<file path="config.mk">
export PLATFORM = sky130hd
export DESIGN_NAME = pbd_cell
export DESIGN_NICKNAME = d
export VERILOG_FILES = /design/src/pbd_pkg.sv /design/src/pbd_cell.sv
export SDC_FILE = /design/constraint.sdc
export NUM_CORES = 1
export LEC_CHECK = 0
export ABC_CLOCK_PERIOD_IN_PS = 20500
export BUFFER_PORTS_ARGS = -buffer_cell sky130_fd_sc_hd__buf_2
export CORE_UTILIZATION = 60
export DETAILED_ROUTE_END_ITERATION = 10
export GPL_ROUTABILITY_DRIVEN = 0
export GPL_TIMING_DRIVEN = 0
export PLACE_DENSITY = 0.78
export SKIP_CTS_REPAIR_TIMING = 1
export SLEW_MARGIN = 20
export SYNTH_ARGS = -nofsm -noshare
export SYNTH_HDL_FRONTEND = slang
export SYNTH_SLANG_ARGS = --single-unit
</file>
<file path="constraint.sdc">
create_clock -name clk -period 20.5 [get_ports clk]
set_clock_uncertainty 0.05 [all_clocks]
set_input_delay 0 -clock clk [delete_from_list [all_inputs] [get_ports clk]]
set_output_delay 0 -clock clk [all_outputs]
set_load 0.01 [all_outputs]
</file>
<file path="src/pbd_pkg.sv">
// Shared constants and types for the Poisson-binomial distribution unit.
package pbd_pkg;

	// Default longest run that is tracked, and default fraction bits of a value.
	localparam int MAX_COUNT_DEF = 32;
	localparam int FRAC_BITS_DEF = 16;

	// Default field widths that follow from the defaults above.
	localparam int PROB_W_DEF  = FRAC_BITS_DEF + 1;
	localparam int COUNT_W_DEF = $clog2(MAX_COUNT_DEF + 1);

	// Per-cycle command broadcast to every cell of the weight chain.
	typedef struct packed {
		logic update;   // apply one probability to every weight
		logic shift;    // move every weight one cell toward cell zero
		logic restart;  // return to the empty distribution
	} pbd_cell_ctl_t;

endpackage

</file>
<file path="src/pbd_cell.sv">
// One cell of the weight chain: holds a single weight and mixes in its lower neighbor.
module pbd_cell import pbd_pkg::*; #(
	parameter int FRAC_BITS = FRAC_BITS_DEF,
	parameter bit IS_BOTTOM = 1'b0
) (
	input  logic                 clk,
	input  logic                 arst_n,
	input  pbd_cell_ctl_t        ctl,
	input  logic [FRAC_BITS:0]   prob,
	input  logic [FRAC_BITS:0]   lower,
	input  logic [FRAC_BITS:0]   upper,
	output logic [FRAC_BITS:0]   weight
);
	localparam int WW   = FRAC_BITS + 1;
	localparam int AW   = 2 * WW + 2;
	localparam int RW   = AW - FRAC_BITS;
	localparam int PADW = AW - WW - FRAC_BITS;

	localparam logic [WW-1:0]        ONE_W   = WW'(1) << FRAC_BITS;
	localparam logic [WW-1:0]        RESET_W = IS_BOTTOM ? ONE_W : '0;
	localparam logic [RW-1:0]        ONE_R   = RW'(1) << FRAC_BITS;
	localparam logic signed [AW-1:0] HALF    = AW'(1) << (FRAC_BITS - 1);

	logic [WW-1:0]        w_q;
	logic signed [WW:0]   diff;
	logic signed [AW-1:0] prod;
	logic signed [AW-1:0] acc;
	logic [RW-1:0]        rnd;
	logic [WW-1:0]        mixed;

	// q*w + p*lower equals one*w + p*(lower - w) exactly, so a single
	// signed product gives the same rounded result.
	assign diff  = $signed({1'b0, lower}) - $signed({1'b0, w_q});
	assign prod  = $signed({1'b0, prob}) * diff;
	assign acc   = $signed({{PADW{1'b0}}, w_q, {FRAC_BITS{1'b0}}}) + prod + HALF;
	assign rnd   = acc[AW-1:FRAC_BITS];
	assign mixed = (rnd > ONE_R) ? ONE_W : rnd[WW-1:0];

	always_ff @(posedge clk or negedge arst_n) begin
		if (!arst_n) begin
			w_q <= RESET_W;
		end else if (ctl.restart) begin
			w_q <= RESET_W;
		end else if (ctl.shift) begin
			w_q <= upper;
		end else if (ctl.update) begin
			w_q <= mixed;
		end
	end

	assign weight = w_q;

endmodule

</file>
==> results.txt <==
status - complete, but fails checks
failing checks - hold timing
Detailed Route WL - 33800 µm
Clock Tree Buf Depth - 2
Post-synth EDFFs - 0
CTS tree - built
Reg clk slew, reported paths - 0.05 ns
width of the die - 148 µm
Pre-Repair DR Iteration Count - 7
Final Hold Viols - 2
P&R area growth vs syn - 7.01%
Seq/Total Area, Yosys - 3.33%
# IOs - 73
Die Area - 21900 µm²
wire per inst - 18.8 µm
IO buf count - 71
die height - 148 µm
final non-filler cell area - 13700 µm²
Skew-Pair Late Insertion Delay - 0.25 ns
count of different cell masters after synthesis - 82
area occupied by multi-input gates - 10900 µm²
CP required - 20.58 ns
RSZ-0062 raised after global routing - no
Post-Syn Instances - 1438
syn_nets - 1911
most used cell, CP - fa_1
GRT Util Overall - 32.7%
Post-DP HPWL - 28900 µm
slowest stage delay, CP - 0.87 ns
Root Buffer - clkbuf_16
Non-Filler Instances - 1799
Cell Area, Placed - 13500 µm²
total number of yosys warnings - 0
Layout fillers - 1755
routed vias/inst - 5.71
largest net degree at the start of global routing - 18
layout cells sized above 1 - 7.87%
Final ANT Viol Nets - 0
WHS - -0.0320 ns
layout net count - 1998
initial core utilization - 61.0%
CP Launch Type - flip-flop
flip-flop count of the largest register after layout - 17
Critical Path AT - 11.75 ns
setup TNS - 0 ns
CP endpoint kind - flip-flop
vias in the first global route - 10900
first-pass GRT wire length - 55200 µm
Vias - 10300
#FFs+latches synth - 17
Slew Viols, Final - 0
# H-tree levels - 1
initial antenna violation count - 0
gr ovfl total - 0
ANT cells - 0
TritonCTS Sinks - 17
Avg Cell Area, Syn - 8.89 µm²
FF/Latch Area - 425 µm²
Core Area - 21000 µm²
Crit Path Max Fanout - 10
slowest stage cell, crit path - xnor2_1
Cell Area, Synth - 12800 µm²
asr flop ratio synth - 100%
Tcrit/Tclk final - 56.9%
worst min path class - input pin to flip-flop
DRC - 0
Worst Setup Path Type - flip-flop to flip-flop
CP top delay family - adder cells
worst slew pin tran - 1.10 ns
Synth Flop Type - dfrtp_1
buffers plus inverters on the worst setup path - 8
TritonCTS Buffers - 3
fin util - 65.3%
fmax - 85.7 MHz
total placed cells including tap cells - 1784
crit path time final - 11.67 ns
max-capacitance violation count - 0
Final setup viols - 0
Initial DRC Count - 640
row cnt - 53
Slew HR - 26.0%
per-stage QoR:
step | worst slack (ns) | hold slack, ns
final | 8.83 | -0.0320
after global routing | 8.37 | 0.00506
after CTS | 9.51 | -0.372
after detailed placement | 9.53 | -0.111
after global placement | 9.61 | -0.110
after floorplan | 11.67 | -0.346
cell families (layout without fill, tap and decap cells):
group | after synthesis | in the layout | share of synthesized area (%)
adder cells (fa/ha/maj) | 417 | 417 | 56.0
buffers and inverters | 378 | 464 | 11.4
AND/OR/NAND/NOR | 429 | 429 | 16.9
flip-flops | 17 | 17 | 3.33
XOR/XNOR | 31 | 31 | 2.33
AO/OA/AOI/OAI | 164 | 164 | 9.98
multiplexers | 2 | 2 | 0.157
metal layers:
layer	vias up	global-route usage [%]	routed length, µm
li1	4603	-	-
met1	5166	40.7	13100
met2	408	57.7	16900
met3	97	3.36	2080
met4	0	14.3	1750
met5	-	0	0
layout by cell type, fill, tap and decap left out, drive strengths merged, types with 8 or more instances in the layout:
cell type      n
a21o          16
a21oi         26
a22oi         13
a31oi         11
and2         102
buf           75
clkbuf        42
dfrtp         17
dlygate4sd3   12
fa           258
ha           159
inv          334
nand2        190
nand2b        30
nor2          38
nor2b         15
nor3          13
o211ai         8
o21ai         30
o31ai         11
or2            8
xnor2         20
xor2          11
worst paths after layout:
| check | start | end | slack (ns) | cells after the start |
|---|---|---|---|---|
| min in group asynchronous | arst_n | weight[8] | 0.16 | 2 |
| max reg2reg | weight[1] | weight[16] | 8.83 | 37 |
| max in group asynchronous | arst_n | weight[0] | 19.96 | 2 |
| min reg2reg | weight[12] | weight[12] | 0.56 | 2 |
| max | weight[1] | weight[16] | 8.83 | 37 |
| min | upper[0] | weight[0] | -0.03 | 3 |
cells in the mapped netlist, types with 3 or more instances:
| cell type | n | area share [%] |
|---|---|---|
| o21ai_0 | 21 | 0.82 |
| nand2_1 | 189 | 5.5 |
| o211a_1 | 3 | 0.23 |
| clkbuf_1 | 35 | 1.0 |
| a211oi_1 | 4 | 0.23 |
| or3_1 | 4 | 0.20 |
| nand4_1 | 4 | 0.20 |
| a22o_1 | 4 | 0.27 |
| a21boi_0 | 3 | 0.18 |
| a21boi_1 | 4 | 0.23 |
| a31oi_1 | 8 | 0.39 |
| xnor2_1 | 20 | 1.4 |
| nor2b_1 | 14 | 0.69 |
| nor3b_1 | 3 | 0.18 |
| ha_1 | 159 | 16 |
| fa_1 | 258 | 40 |
| o21a_1 | 6 | 0.35 |
| and3_1 | 7 | 0.34 |
| nand2b_1 | 30 | 1.5 |
| a22oi_1 | 13 | 0.76 |
| o31ai_1 | 9 | 0.53 |
| xor2_1 | 9 | 0.62 |
| a21o_1 | 16 | 0.94 |
| inv_1 | 334 | 9.8 |
| o21ai_1 | 6 | 0.23 |
| a211oi_2 | 3 | 0.29 |
| nand3_1 | 6 | 0.23 |
| dfrtp_1 | 17 | 3.3 |
| o211ai_1 | 7 | 0.41 |
| nor3_1 | 12 | 0.47 |
| or2_2 | 7 | 0.34 |
| nor2_1 | 38 | 1.1 |
| a21oi_1 | 23 | 0.90 |
| and2_1 | 102 | 5.0 |
area by class of cell:
cell class / count / share of cell area, %
buffer: 43 / 1.45
clock buffer: 4 / 0.576
inverter: 335 / 9.19
multi-input combinational: 1043 / 79.8
sequential: 17 / 3.11
tap: 275 / 2.52
timing repair buffer: 82 / 3.40
worst reg2reg max path, delay by kind of cell, from the launching register on:
family / cells / cell delay [ns]
compound gates: 11 / 2.99
xor+xnor: 2 / 1.33
fa+ha+maj: 9 / 4.13
buf+inv: 8 / 1.43
flops: 1 / 0.61
simple gates: 7 / 1.02
Power is not shown: default switching activity piles up to over one toggle a cycle in this logic, so the estimate is an artifact.
